<file path="src/rtl/assert_macros.svh">
// Assertion macros used by the top-level RTL file of the priority queue.
`ifndef ASSERT_MACROS_SVH
`define ASSERT_MACROS_SVH

`ifndef SYNTH

// Check that the consequent holds in the same cycle as the antecedent.
`define ASSERT_IMPLIES(label, clk, rst_n, ante, cons, msg) \
    label: assert property (@(posedge clk) disable iff (!rst_n) (ante) |-> (cons)) \
        else $error(msg);

// Check that the consequent holds in the cycle after the antecedent.
`define ASSERT_NEXT(label, clk, rst_n, ante, cons, msg) \
    label: assert property (@(posedge clk) disable iff (!rst_n) (ante) |=> (cons)) \
        else $error(msg);

`else

`define ASSERT_IMPLIES(label, clk, rst_n, ante, cons, msg)
`define ASSERT_NEXT(label, clk, rst_n, ante, cons, msg)

`endif

`endif

</file>
<file path="src/rtl/mpqa_pkg.sv">
// Types, constants and command/status structs of the priority queue.
package mpqa_pkg;

    localparam int DEPTH = 16;
    localparam int AW    = (DEPTH > 1) ? $clog2(DEPTH) : 1;
    localparam int CW    = $clog2(DEPTH + 1);
    localparam int DW    = 32;

    typedef enum logic {
        OP_INSERT = 1'b0,
        OP_REMOVE = 1'b1
    } t_op;

    typedef enum logic [1:0] {
        STS_DONE  = 2'd0,
        STS_FULL  = 2'd1,
        STS_EMPTY = 2'd2
    } t_status;

    typedef enum logic [1:0] {
        ST_IDLE,
        ST_SCAN,
        ST_SHIFT,
        ST_FINISH
    } t_state;

    // Controller to datapath
    typedef struct packed {
        logic accept;
        logic scan;
        logic shift_start;
        logic shift;
        logic rem_finish;
        logic load_out;
    } t_cmd;

    // Datapath to controller
    typedef struct packed {
        logic          full;
        logic          empty;
        logic          scan_done;
        logic          shift_done;
        logic [CW-1:0] count;
    } t_sts;

endpackage

</file>
<file path="src/rtl/mpqa_in_if.sv">
// Request channel of the priority queue: operation and value.
interface mpqa_in_if;
    logic                       valid;
    logic                       ready;
    mpqa_pkg::t_op              op;
    logic signed [mpqa_pkg::DW-1:0] value;

    modport source (output valid, output op, output value, input ready);
    modport sink   (input valid, input op, input value, output ready);
endinterface

</file>
<file path="src/rtl/mpqa_out_if.sv">
// Result channel of the priority queue: status, removed value, count.
interface mpqa_out_if;
    logic                           valid;
    logic                           ready;
    mpqa_pkg::t_status              status;
    logic signed [mpqa_pkg::DW-1:0] removed_value;
    logic [mpqa_pkg::CW-1:0]        count;

    modport source (output valid, output status, output removed_value, output count,
                    input ready);
    modport sink   (input valid, input status, input removed_value, input count,
                    output ready);
endinterface

</file>
<file path="src/rtl/max_priority_queue_array_unit.sv">
// Top level of the unsorted-array max priority queue.
// Requests arrive on i_in (op, value); each request gives exactly one result on
// o_out (status, removed_value, count), in request order.
// An insert appends the value at the tail, or returns status full. A remove
// returns the largest signed value held (the earliest one on a tie) and closes
// the gap, keeping arrival order; on an empty queue it returns status empty.
// An insert or a rejected request goes from idle straight to the finish state. A
// remove on a non-empty queue scans the held entries for the largest, then shifts
// the entries after it down one place, then loads and presents the result.
// Scan and shift use the single read port of the entry memory once a cycle.
// One request is in work at a time; i_in.ready is high while the block is idle.
// The next request is taken while the previous result still waits in the output
// register; a stalled receiver holds the result and the finished request waits
// until the register frees.
// Reset (synchronous, active low) empties the queue at once; no clearing pass.
`include "assert_macros.svh"

module max_priority_queue_array_unit (
    input  logic       i_clk,
    input  logic       i_rst_n,
    mpqa_in_if.sink    i_in,
    mpqa_out_if.source o_out
);

    mpqa_pkg::t_cmd cmd;
    mpqa_pkg::t_sts sts;

    mpqa_ctrl u_ctrl (
        .i_clk       (i_clk),
        .i_rst_n     (i_rst_n),
        .i_in_valid  (i_in.valid),
        .i_op        (i_in.op),
        .o_in_ready  (i_in.ready),
        .i_out_ready (o_out.ready),
        .o_out_valid (o_out.valid),
        .i_sts       (sts),
        .o_cmd       (cmd)
    );

    mpqa_dp u_dp (
        .i_clk           (i_clk),
        .i_rst_n         (i_rst_n),
        .i_op            (i_in.op),
        .i_value         (i_in.value),
        .i_cmd           (cmd),
        .o_sts           (sts),
        .o_status        (o_out.status),
        .o_removed_value (o_out.removed_value),
        .o_count         (o_out.count)
    );

    // Never overwrite a result that the receiver has not taken
    `ASSERT_IMPLIES(a_no_overwrite, i_clk, i_rst_n, cmd.load_out, !o_out.valid || o_out.ready, "result overwritten")

    // An accepted insert into a non-full queue grows the count by one
    `ASSERT_NEXT(a_insert_count, i_clk, i_rst_n, cmd.accept && (i_in.op == mpqa_pkg::OP_INSERT) && !sts.full, sts.count == $past(sts.count) + mpqa_pkg::CW'(1), "insert count")

    // The count never passes the capacity
    `ASSERT_IMPLIES(a_count_bound, i_clk, i_rst_n, 1'b1, sts.count <= mpqa_pkg::CW'(mpqa_pkg::DEPTH), "count over capacity")

endmodule

</file>
<file path="src/rtl/mpqa_dp.sv">
// Datapath of the priority queue: entry memory, scan and shift logic, result registers.
module mpqa_dp (
    input  logic                           i_clk,
    input  logic                           i_rst_n,
    input  mpqa_pkg::t_op                  i_op,
    input  logic signed [mpqa_pkg::DW-1:0] i_value,
    input  mpqa_pkg::t_cmd                 i_cmd,
    output mpqa_pkg::t_sts                 o_sts,
    output mpqa_pkg::t_status              o_status,
    output logic signed [mpqa_pkg::DW-1:0] o_removed_value,
    output logic [mpqa_pkg::CW-1:0]        o_count
);

    localparam int AW = mpqa_pkg::AW;
    localparam int CW = mpqa_pkg::CW;
    localparam int DW = mpqa_pkg::DW;

    logic signed [DW-1:0] r_mem [mpqa_pkg::DEPTH];
    logic signed [DW-1:0] r_rd_data;
    logic [CW-1:0]        r_cnt;
    logic [CW-1:0]        r_issue;
    logic                 r_pend;
    logic [AW-1:0]        r_pend_idx;
    logic signed [DW-1:0] r_best_val;
    logic [AW-1:0]        r_best_idx;
    mpqa_pkg::t_status    r_res_status;
    logic signed [DW-1:0] r_res_val;

    logic                 full;
    logic                 empty;
    logic                 issue_live;
    logic                 step;
    logic                 ins_ok;
    logic                 rd_en;
    logic [AW-1:0]        rd_addr;
    logic                 wr_en;
    logic [AW-1:0]        wr_addr;
    logic signed [DW-1:0] wr_data;

    assign full       = (r_cnt == CW'(mpqa_pkg::DEPTH));
    assign empty      = (r_cnt == '0);
    assign issue_live = (r_issue < r_cnt);
    assign step       = i_cmd.scan || i_cmd.shift;
    assign ins_ok     = i_cmd.accept && (i_op == mpqa_pkg::OP_INSERT) && !full;

    // Memory port control: one read for scan and shift, one write for insert and shift
    assign rd_en   = step && issue_live;
    assign rd_addr = r_issue[AW-1:0];
    assign wr_en   = ins_ok || (i_cmd.shift && r_pend);
    assign wr_addr = i_cmd.accept ? r_cnt[AW-1:0] : (r_pend_idx - AW'(1));
    assign wr_data = i_cmd.accept ? i_value : r_rd_data;

    always_ff @(posedge i_clk) begin
        if (rd_en) begin
            r_rd_data <= r_mem[rd_addr];
        end
        if (wr_en) begin
            r_mem[wr_addr] <= wr_data;
        end
    end

    // Count, read pointer and pending-read flag
    always_ff @(posedge i_clk) begin
        if (!i_rst_n) begin
            r_cnt   <= '0;
            r_issue <= '0;
            r_pend  <= 1'b0;
        end else begin
            if (i_cmd.accept) begin
                r_issue <= '0;
                r_pend  <= 1'b0;
                if (ins_ok) begin
                    r_cnt <= r_cnt + CW'(1);
                end
            end
            if (step) begin
                r_pend <= issue_live;
                if (issue_live) begin
                    r_issue <= r_issue + CW'(1);
                end
            end
            // Restart the pointer just past the removed entry
            if (i_cmd.shift_start) begin
                r_issue <= CW'(r_best_idx) + CW'(1);
                r_pend  <= 1'b0;
            end
            if (i_cmd.rem_finish) begin
                r_cnt <= r_cnt - CW'(1);
            end
        end
    end

    // Track the running maximum; a later equal value does not replace it
    always_ff @(posedge i_clk) begin
        if (rd_en) begin
            r_pend_idx <= r_issue[AW-1:0];
        end
        if (i_cmd.scan && r_pend) begin
            if ((r_pend_idx == '0) || (r_rd_data > r_best_val)) begin
                r_best_val <= r_rd_data;
                r_best_idx <= r_pend_idx;
            end
        end
    end

    // Result of the current request, then the output register
    always_ff @(posedge i_clk) begin
        if (i_cmd.accept) begin
            r_res_val <= '0;
            if (i_op == mpqa_pkg::OP_INSERT) begin
                r_res_status <= full ? mpqa_pkg::STS_FULL : mpqa_pkg::STS_DONE;
            end else begin
                r_res_status <= empty ? mpqa_pkg::STS_EMPTY : mpqa_pkg::STS_DONE;
            end
        end
        if (i_cmd.rem_finish) begin
            r_res_status <= mpqa_pkg::STS_DONE;
            r_res_val    <= r_best_val;
        end
        if (i_cmd.load_out) begin
            o_status        <= r_res_status;
            o_removed_value <= r_res_val;
            o_count         <= r_cnt;
        end
    end

    always_comb begin
        o_sts.full       = full;
        o_sts.empty      = empty;
        o_sts.scan_done  = !issue_live && !r_pend;
        o_sts.shift_done = !issue_live && !r_pend;
        o_sts.count      = r_cnt;
    end

endmodule

</file>
<file path="src/rtl/mpqa_ctrl.sv">
// Controller of the priority queue: sequences accept, scan, shift and result hand-off.
module mpqa_ctrl (
    input  logic           i_clk,
    input  logic           i_rst_n,
    input  logic           i_in_valid,
    input  mpqa_pkg::t_op  i_op,
    output logic           o_in_ready,
    input  logic           i_out_ready,
    output logic           o_out_valid,
    input  mpqa_pkg::t_sts i_sts,
    output mpqa_pkg::t_cmd o_cmd
);

    mpqa_pkg::t_state r_state;
    mpqa_pkg::t_state n_state;
    logic             r_out_valid;
    logic             can_load;

    assign can_load = !r_out_valid || i_out_ready;

    always_ff @(posedge i_clk) begin
        if (!i_rst_n) begin
            r_state <= mpqa_pkg::ST_IDLE;
        end else begin
            r_state <= n_state;
        end
    end

    // Next state
    always_comb begin
        n_state = r_state;
        unique case (r_state)
            mpqa_pkg::ST_IDLE: begin
                if (i_in_valid) begin
                    if ((i_op == mpqa_pkg::OP_REMOVE) && !i_sts.empty) begin
                        n_state = mpqa_pkg::ST_SCAN;
                    end else begin
                        n_state = mpqa_pkg::ST_FINISH;
                    end
                end
            end
            mpqa_pkg::ST_SCAN: begin
                if (i_sts.scan_done) begin
                    n_state = mpqa_pkg::ST_SHIFT;
                end
            end
            mpqa_pkg::ST_SHIFT: begin
                if (i_sts.shift_done) begin
                    n_state = mpqa_pkg::ST_FINISH;
                end
            end
            mpqa_pkg::ST_FINISH: begin
                if (can_load) begin
                    n_state = mpqa_pkg::ST_IDLE;
                end
            end
            default: n_state = mpqa_pkg::ST_IDLE;
        endcase
    end

    // Datapath commands
    always_comb begin
        o_cmd      = '0;
        o_in_ready = 1'b0;
        unique case (r_state)
            mpqa_pkg::ST_IDLE: begin
                o_in_ready   = 1'b1;
                o_cmd.accept = i_in_valid;
            end
            mpqa_pkg::ST_SCAN: begin
                o_cmd.scan        = !i_sts.scan_done;
                o_cmd.shift_start = i_sts.scan_done;
            end
            mpqa_pkg::ST_SHIFT: begin
                o_cmd.shift      = !i_sts.shift_done;
                o_cmd.rem_finish = i_sts.shift_done;
            end
            mpqa_pkg::ST_FINISH: begin
                o_cmd.load_out = can_load;
            end
            default: o_cmd = '0;
        endcase
    end

    // Hold the result valid until the receiver takes it
    always_ff @(posedge i_clk) begin
        if (!i_rst_n) begin
            r_out_valid <= 1'b0;
        end else if (o_cmd.load_out) begin
            r_out_valid <= 1'b1;
        end else if (i_out_ready) begin
            r_out_valid <= 1'b0;
        end
    end

    assign o_out_valid = r_out_valid;

endmodule

</file>
<file path="src/flat_wrapper.sv">
// flat-port wrapper written by rule: the top's interface ports become plain ports
module max_priority_queue_array_unit_flat 
  (i_clk, i_rst_n, i_in_valid, i_in_op, i_in_value, i_in_ready, o_out_valid, o_out_status, o_out_removed_value, o_out_count, o_out_ready);
  mpqa_in_if i_in_i ();
  mpqa_out_if o_out_i ();
  input  logic i_clk;
  input  logic i_rst_n;
  input wire logic [$bits(i_in_i.valid)-1:0] i_in_valid;
  input wire logic [$bits(i_in_i.op)-1:0] i_in_op;
  input wire logic [$bits(i_in_i.value)-1:0] i_in_value;
  output wire logic [$bits(i_in_i.ready)-1:0] i_in_ready;
  output wire logic [$bits(o_out_i.valid)-1:0] o_out_valid;
  output wire logic [$bits(o_out_i.status)-1:0] o_out_status;
  output wire logic [$bits(o_out_i.removed_value)-1:0] o_out_removed_value;
  output wire logic [$bits(o_out_i.count)-1:0] o_out_count;
  input wire logic [$bits(o_out_i.ready)-1:0] o_out_ready;
  assign i_in_i.valid = i_in_valid;
  assign i_in_i.op = i_in_op;
  assign i_in_i.value = i_in_value;
  assign i_in_ready = i_in_i.ready;
  assign o_out_valid = o_out_i.valid;
  assign o_out_status = o_out_i.status;
  assign o_out_removed_value = o_out_i.removed_value;
  assign o_out_count = o_out_i.count;
  assign o_out_i.ready = o_out_ready;
  max_priority_queue_array_unit u_core (.i_clk(i_clk), .i_rst_n(i_rst_n), .i_in(i_in_i), .o_out(o_out_i));
endmodule
</file>
<file path="config.mk">
export PLATFORM = sky130hd
export DESIGN_NAME = max_priority_queue_array_unit_flat
export DESIGN_NICKNAME = d
export VERILOG_FILES = /design/src/rtl/mpqa_pkg.sv /design/src/rtl/mpqa_in_if.sv /design/src/rtl/mpqa_out_if.sv /design/src/rtl/max_priority_queue_array_unit.sv /design/src/rtl/mpqa_dp.sv /design/src/rtl/mpqa_ctrl.sv /design/src/flat_wrapper.sv
export VERILOG_INCLUDE_DIRS = /design/src /design/src/rtl
export SDC_FILE = /design/constraint.sdc
export NUM_CORES = 1
export LEC_CHECK = 0
export BUFFER_PORTS_ARGS = -buffer_cell sky130_fd_sc_hd__buf_2
export CAP_MARGIN = 20
export CELL_PAD_IN_SITES_DETAIL_PLACEMENT = 0
export CELL_PAD_IN_SITES_GLOBAL_PLACEMENT = 2
export CORE_ASPECT_RATIO = 1.2
export CORE_UTILIZATION = 53
export DETAILED_ROUTE_END_ITERATION = 6
export HOLD_SLACK_MARGIN = 0.1
export PLACE_DENSITY = 0.93
export SKIP_CTS_REPAIR_TIMING = 1
export SYNTH_ARGS = -nofsm -noshare
export SYNTH_HDL_FRONTEND = slang
export SYNTH_SLANG_ARGS = --single-unit
</file>
<file path="constraint.sdc">
create_clock -name i_clk -period 6.74 [get_ports i_clk]
set_input_delay 0.337 -clock i_clk [delete_from_list [all_inputs] [get_ports i_clk]]
set_output_delay 0.337 -clock i_clk [all_outputs]
set_load 0.05 [all_outputs]
</file>
==> flow_metrics.tcl, run 1 <==
set metrics [dict create \
    status "completed" \
    synth_top_family_by_area "multiplexers" \
    cp_slowest_cell "dfxtp_4" \
    rr_worst_depth 14 \
    synth_top_area_share_pct 75.1 \
    synth.yosys.seq_area_share_pct 76.3 \
    syn_avg_cell_area_um2 20.3 \
    synthMuxAreaShare_pct 13.9 \
    rsz0062_at_grt "false" \
    antenna_found_initial 0 \
    cp.arrival_ns 4.25 \
    worstPathRequired_ns 7.24 \
    worstPathCellList "ha_1 > a21o_1 > a21oi_2 > o22ai_2 > nand2_1 > inv_1 > ha_1 > nor2b_1 > o21ai_0 > nand2b_1 > nand2_1 > a21oi_1 > or3_1 > and3_1" \
    max-cap-violations 0 \
    cp-endpoint "u_core.u_dp.r_cnt[4]$_SDFFE_PN0P_" \
    synth_cell_type_count 50 \
    dr_total_vias 12478 \
    top_level_ports 78 \
    fin_hold_ws_ns 0.123 \
    ant_nets 0 \
    layout-drive-gt1-share_pct 26.2 \
    synth_area_leaders "edfxtp_1 75%, mux4_2 14%, ha_1 2.2%" \
    io_buffer_count 77 \
    tns_ns 0 \
    skew_ns 0.0253 \
    grt_pass1_wl_mm 79.9 \
    fin_crit_ns 3.75 \
    yosys.area_share.xor_xnor_pct 0.267 \
    syn_area_mm2 0.0262 \
    wl_per_cell_um 25.6 \
    cts_tree "built" \
    hold_class "primary input to flop" \
    slew_headroom_pct 30.4 \
    synth_fa_ha_area_share_pct 2.32 \
    synth_top_area_cell "edfxtp_1" \
    cts_root_buf "clkbuf_16" \
    synthArstFlopShare_pct 0 \
    power_density_mw_per_mm2 415 \
    synth_ff_type "edfxtp_1" \
    route.detailed.drc 0 \
    synth-compound-area-share_pct 1.72 \
    setup-violations-final 0 \
    h-tree-depth 2 \
    std_cell_rows 88 \
    rr_endpoint "u_core.u_dp.r_cnt[4]$_SDFFE_PN0P_" \
    hpwl_mm 31.1 \
    drt_iter0_drc 1319 \
    nNetsFinal 1495 \
    finalHoldViolCount 0 \
    antenna_cells 0 \
    synth_cells 1294 \
    synth_fp_nets 1379 \
    critPathLaunchType "flop" \
    ys_ff_latch 671 \
    slew_viol_final 0 \
    synthSimpleGateAreaFrac_pct 3.80 \
    ys_warn_count 0 \
    cts_buffers 58 \
    yosysMostFrequentCell "edfxtp_1" \
    clk_pin_slew_ns 0.07 \
    r2r_slack_ns 2.99 \
    end_kind "flop" \
    routed_wl_mm 53.5 \
    critPathMaxStageDelay_ns 0.95 \
    crit_path_max_fanout 63 \
    reg2reg_from "u_core.u_dp.r_issue[1]$_SDFF_PN0_" \
    insertion_delay_ns 0.62 \
    core_mm2 0.0484 \
    gp_congestion 0.758 \
    max_freq_mhz 267 \
    drt-vias-per-instance 5.98 \
    post-route-period-util_pct 55.7 \
    power.leakage_nw 9.69 \
    dieWidth_um 205 \
    peakVddDrop_uv 187 \
    synth_commonest_cells "655 x edfxtp_1, 160 x mux4_2, 129 x nand2_1" \
    grt_pass1_vias 12814 \
    grt_max_degree 72 \
    n_fill_cell 3292 \
    worst_pin_slew_ns 1.04 \
    die_y_um 246 \
    start_util_pct 54.1 \
    critPathKind "flop to flop" \
    dr.pass1.iters 7 \
    ctsLongestPathBuffers 3 \
    synth_edf_count 655 \
    track_usage_pct 21.8 \
    critPathLaunch "u_core.u_dp.r_issue[1]$_SDFF_PN0_" \
    gr-total-overflow 0 \
    clock-sinks 671 \
    synthToLayoutAreaGrowth_pct 12.6 \
    die-area_mm2 0.0503 \
]
[state kept, by name, indices dropped and copies added (netlist names), 5 cells and up]
name and flops:
u_core.u_dp.r_cnt 5, u_core.u_dp.r_res_val 32, u_core.u_dp.r_rd_data 32, u_core.u_dp.r_mem 512
u_core.u_dp.o_removed_value 32, u_core.u_dp.o_count 5, u_core.u_dp.r_best_val 32, u_core.u_dp.r_issue 5
[metrics by stage]
stage / total power, mW / setup WS (ns) / utilization, % / cells / cell area, um^2
final: 12.3 / 2.99 / 60.9 / 2086 / 29500
after global routing: 12.8 / 2.67 / 60.9 / 2086 / 29500
after CTS: 12.3 / 2.22 / 60.7 / 2081 / 29400
after detailed placement: 9.02 / 2.22 / 56.9 / 1975 / 27500
after global placement: 8.86 / 2.21 / 56.5 / 1968 / 27400
after floorplan: 8.01 / 3.23 / - / 1294 / 26200
[cell usage in the layout, fill, tap and decap left out, types with 7 or more instances in the layout]
master,synthesis,final
nor2_4,0,16
nand2_1,129,128
nand4_1,9,9
clkinv_1,0,14
buf_2,9,77
ha_1,47,47
edfxtp_1,655,655
mux4_2,160,160
nor2_1,55,39
clkbuf_16,0,59
nand3_1,11,11
o21ai_0,13,13
a21oi_1,26,26
clkinv_2,0,13
buf_4,0,20
inv_1,46,46
dfxtp_1,16,12
clkbuf_1,25,7
[worst min path at each step]
stage	startpoint	endpoint	slack [ns]	cells past startpoint
2_1_floorplan	u_core.u_dp.r_res_val[0]$_SDFFCE_PN0P_	u_core.u_dp.o_removed_value[0]$_DFFE_PP_	0.40	0
3_3_place_gp	u_core.u_dp.r_res_val[6]$_SDFFCE_PN0P_	u_core.u_dp.o_removed_value[6]$_DFFE_PP_	0.40	0
3_5_place_dp	u_core.u_dp.r_res_val[15]$_SDFFCE_PN0P_	u_core.u_dp.o_removed_value[15]$_DFFE_PP_	0.40	0
4_1_cts	i_in_op	u_core.u_dp.r_res_status[1]$_SDFFE_PP0P_	0.04	3
5_1_grt	i_rst_n	u_core.u_ctrl.o_out_valid$_SDFFE_PN0P_	0.13	2
6_report	i_rst_n	u_core.u_ctrl.o_out_valid$_SDFFE_PN0P_	0.12	2
[area by class of cell]
| cell class | count | area (um^2) | area share [%] |
|---|---|---|---|
| Inverter | 46 | 173 | 0.585 |
| Clock buffer | 66 | 1500 | 5.09 |
| Tap cell | 630 | 788 | 2.67 |
| Clock inverter | 40 | 365 | 1.24 |
| Timing Repair Buffer | 109 | 786 | 2.66 |
| Sequential cell | 671 | 20000 | 67.8 |
| Multi-Input combinational cell | 524 | 5890 | 20.0 |
[where the power goes]
part           switching (mW)  leakage (nW)  total, mW  internal [mW]
Clock                    1.46         0.912       3.29           1.83
Combinational            1.86          2.68       2.82          0.963
Sequential              0.333          6.09       6.15           5.81
Total                    3.65          9.69       12.3           8.61
[critical path: cells and delay by family, from the launching register on]
| kind | cells | cell delay (ns) |
|---|---|---|
| AND/OR/NAND/NOR | 6 | 1.08 |
| flip-flops | 1 | 0.95 |
| adder cells (fa/ha/maj) | 2 | 0.72 |
| AO/OA/AOI/OAI | 5 | 0.72 |
| buffers and inverters | 1 | 0.17 |
[logic make-up after synthesis]
kind of cell             Yosys count
flip-flops                       671
AND/OR/NAND/NOR                  233
multiplexers                     163
buffers and inverters             99
AO/OA/AOI/OAI                     72
adder cells (fa/ha/maj)           48
XOR/XNOR                           8
[metal layers]
| layer | wire, um | up-vias | global-route usage (%) |
|---|---|---|---|
| met1 | 21100 | 6467 | 29.0 |
| met3 | 3470 | 76 | 3.71 |
| li1 | - | 5425 | - |
| met2 | 27700 | 510 | 37.3 |
| met5 | 0 | - | 0 |
| met4 | 1130 | 0 | 5.73 |
(Power assumes the default switching activity.)
==> run 2: changes to the inputs <==
CORE_UTILIZATION = 44   (was 53)
PLACE_DENSITY = 0.83   (was 0.93)
clock period = 3.45 ns   (was 6.74 ns; I/O delays follow)
==> run 2 against run 1 <==
Global-route usage down 3.0 points. Die area up 20%. First-iteration DRC count down 3.9%. Clock skew down 0.0014 ns. Register-to-register slack worse by 2.8 ns. Utilization down 10 points. Critical path type unchanged.
==> flow_metrics.tcl, run 2 (synthesis gave the netlist of run 1 again) <==
set metrics [dict create \
    end_kind "flop" \
    dr_total_vias 12450 \
    n_fill_cell 4573 \
    cts_tree "built" \
    drt-vias-per-instance 5.54 \
    fin_crit_ns 3.22 \
    peakVddDrop_uv 438 \
    setup-violations-final 0 \
    worstPathRequired_ns 3.66 \
    cts_root_buf "clkbuf_16" \
    insertion_delay_ns 0.61 \
    route.detailed.drc 0 \
    layoutNonFillerInstCount 2249 \
    finalHoldViolCount 0 \
    worstPathCellList "ha_1 > nor2b_1 > o211ai_2 > a21oi_1 > a211o_1 > a221o_1 > mux2_1 > o21a_2" \
    final_cell_mix "655 x edfxtp_1, 160 x mux4_2, 128 x nand2_1" \
    slew_viol_final 0 \
    routed_wl_mm 56.1 \
    grt_pass1_wl_mm 83.1 \
    antenna_cells 0 \
    die_y_um 269 \
    power_density_mw_per_mm2 797 \
    wl_per_cell_um 24.9 \
    worst_pin_slew_ns 1.03 \
    drt_iter0_drc 1267 \
    io_buffer_count 77 \
    synthToLayoutAreaGrowth_pct 13.7 \
    crit_path_max_fanout 36 \
    clock-sinks 671 \
    critPathKind "flop to flop" \
    die-area_mm2 0.0605 \
    dieWidth_um 225 \
    status "completed" \
    top_level_ports 78 \
    seqCellArea_mm2 0.0200 \
    dp_cells 2146 \
    core_mm2 0.0586 \
    grt_max_degree 133 \
    dr.pass1.iters 5 \
    post-route-period-util_pct 93.4 \
    fin_hold_ws_ns 0.139 \
    critPathMaxStageDelay_ns 0.78 \
    hold_class "primary input to flop" \
    max-cap-violations 0 \
    largest_reg_flops 512 \
    ctsLongestPathBuffers 3 \
    critPathLaunchType "flop" \
    track_usage_pct 18.8 \
    std_cell_rows 97 \
    grt_pass1_vias 12780 \
    cp_slowest_cell "o21a_2" \
    largest-register "u_core.u_dp.r_mem" \
    place_ws_ns 0.211 \
    start_util_pct 44.7 \
    final_common_cell "edfxtp_1" \
    rsz0062_at_grt "false" \
    max_freq_mhz 310 \
    layout-drive-gt1-share_pct 25.9 \
    cts_buffers 58 \
    gr-total-overflow 0 \
    antenna_found_initial 0 \
    worst_slack_ns 0.226 \
    gp_congestion 0.745 \
    skew_ns 0.0239 \
    slew_headroom_pct 31.0 \
    power.leakage_nw 9.68 \
    clk_pin_slew_ns 0.07 \
    h-tree-depth 2 \
    multiInputGateArea_mm2 0.00589 \
    hpwl_mm 30.6 \
    ant_nets 0 \
    cp.arrival_ns 3.43 \
    nNetsFinal 1504 \
]
[run 2: cell count changes in the layout (fill, tap and decap cells not counted), sizes merged]
cell,change
buf,+6
clkinvlp,-1
bufinv,-2
dlygate4sd3,+3
clkinv,-10
inv,-2
clkbuf,+7
[run 2: final cells by class]
cell class                      instances  share of cell area (%)
Timing Repair Buffer                  118                    3.21
Multi-Input combinational cell        524                    19.8
Tap cell                              792                    3.33
Sequential cell                       671                    67.1
Inverter                               46                   0.580
Clock buffer                           73                    5.13
Clock inverter                         25                   0.832
[run 2: power breakdown]
part           switching, mW  internal [mW]
Sequential             0.420           11.3
Combinational           3.82           1.93
Clock                   2.79           3.42
Total                   7.03           16.7
[run 2: stage by stage]
step,power (mW),cell area (um^2),TNS (ns),utilization (%)
after detailed placement,17.8,28000,0,47.7
after global placement,17.6,28000,0,47.7
after global routing,24.8,29800,0,50.8
after CTS,23.9,29700,0,50.7
final,23.7,29800,0,50.8
after floorplan,15.7,26200,-14.56,-
[run 2: routing by layer]
metal / share of wire [%] / global-route usage [%] / vias up / wire (um)
met2: 53 / 32.9 / 364 / 29700
met4: 2.0 / 4.96 / 0 / 1140
met3: 4.9 / 2.32 / 66 / 2760
li1: - / - / 5446 / -
met5: 0 / 0 / - / 0
met1: 40 / 24.8 / 6574 / 22500
[run 2: final timing paths]
| check | depth (start not counted) | start | end | slack [ns] |
|---|---|---|---|---|
| max reg2reg | 8 | u_core.u_dp.r_rd_data[1]$_DFFE_PP_ | u_core.u_dp.r_best_val[22]$_DFFE_PP_ | 0.23 |
| min | 4 | i_in_value[0] | u_core.u_dp.r_mem[11][0]$_DFFE_PP_ | 0.14 |
| max | 8 | u_core.u_dp.r_rd_data[1]$_DFFE_PP_ | u_core.u_dp.r_best_val[22]$_DFFE_PP_ | 0.23 |
| min reg2reg | 0 | u_core.u_dp.r_res_val[26]$_SDFFCE_PN0P_ | u_core.u_dp.o_removed_value[26]$_DFFE_PP_ | 0.42 |
[run 2: critical path, delay by kind of cell (launching register included)]
kind            cells  cell delay [ns]
compound gates      5             1.68
fa+ha+maj           1             0.35
flops               1             0.42
mux                 1             0.21
simple gates        1             0.15
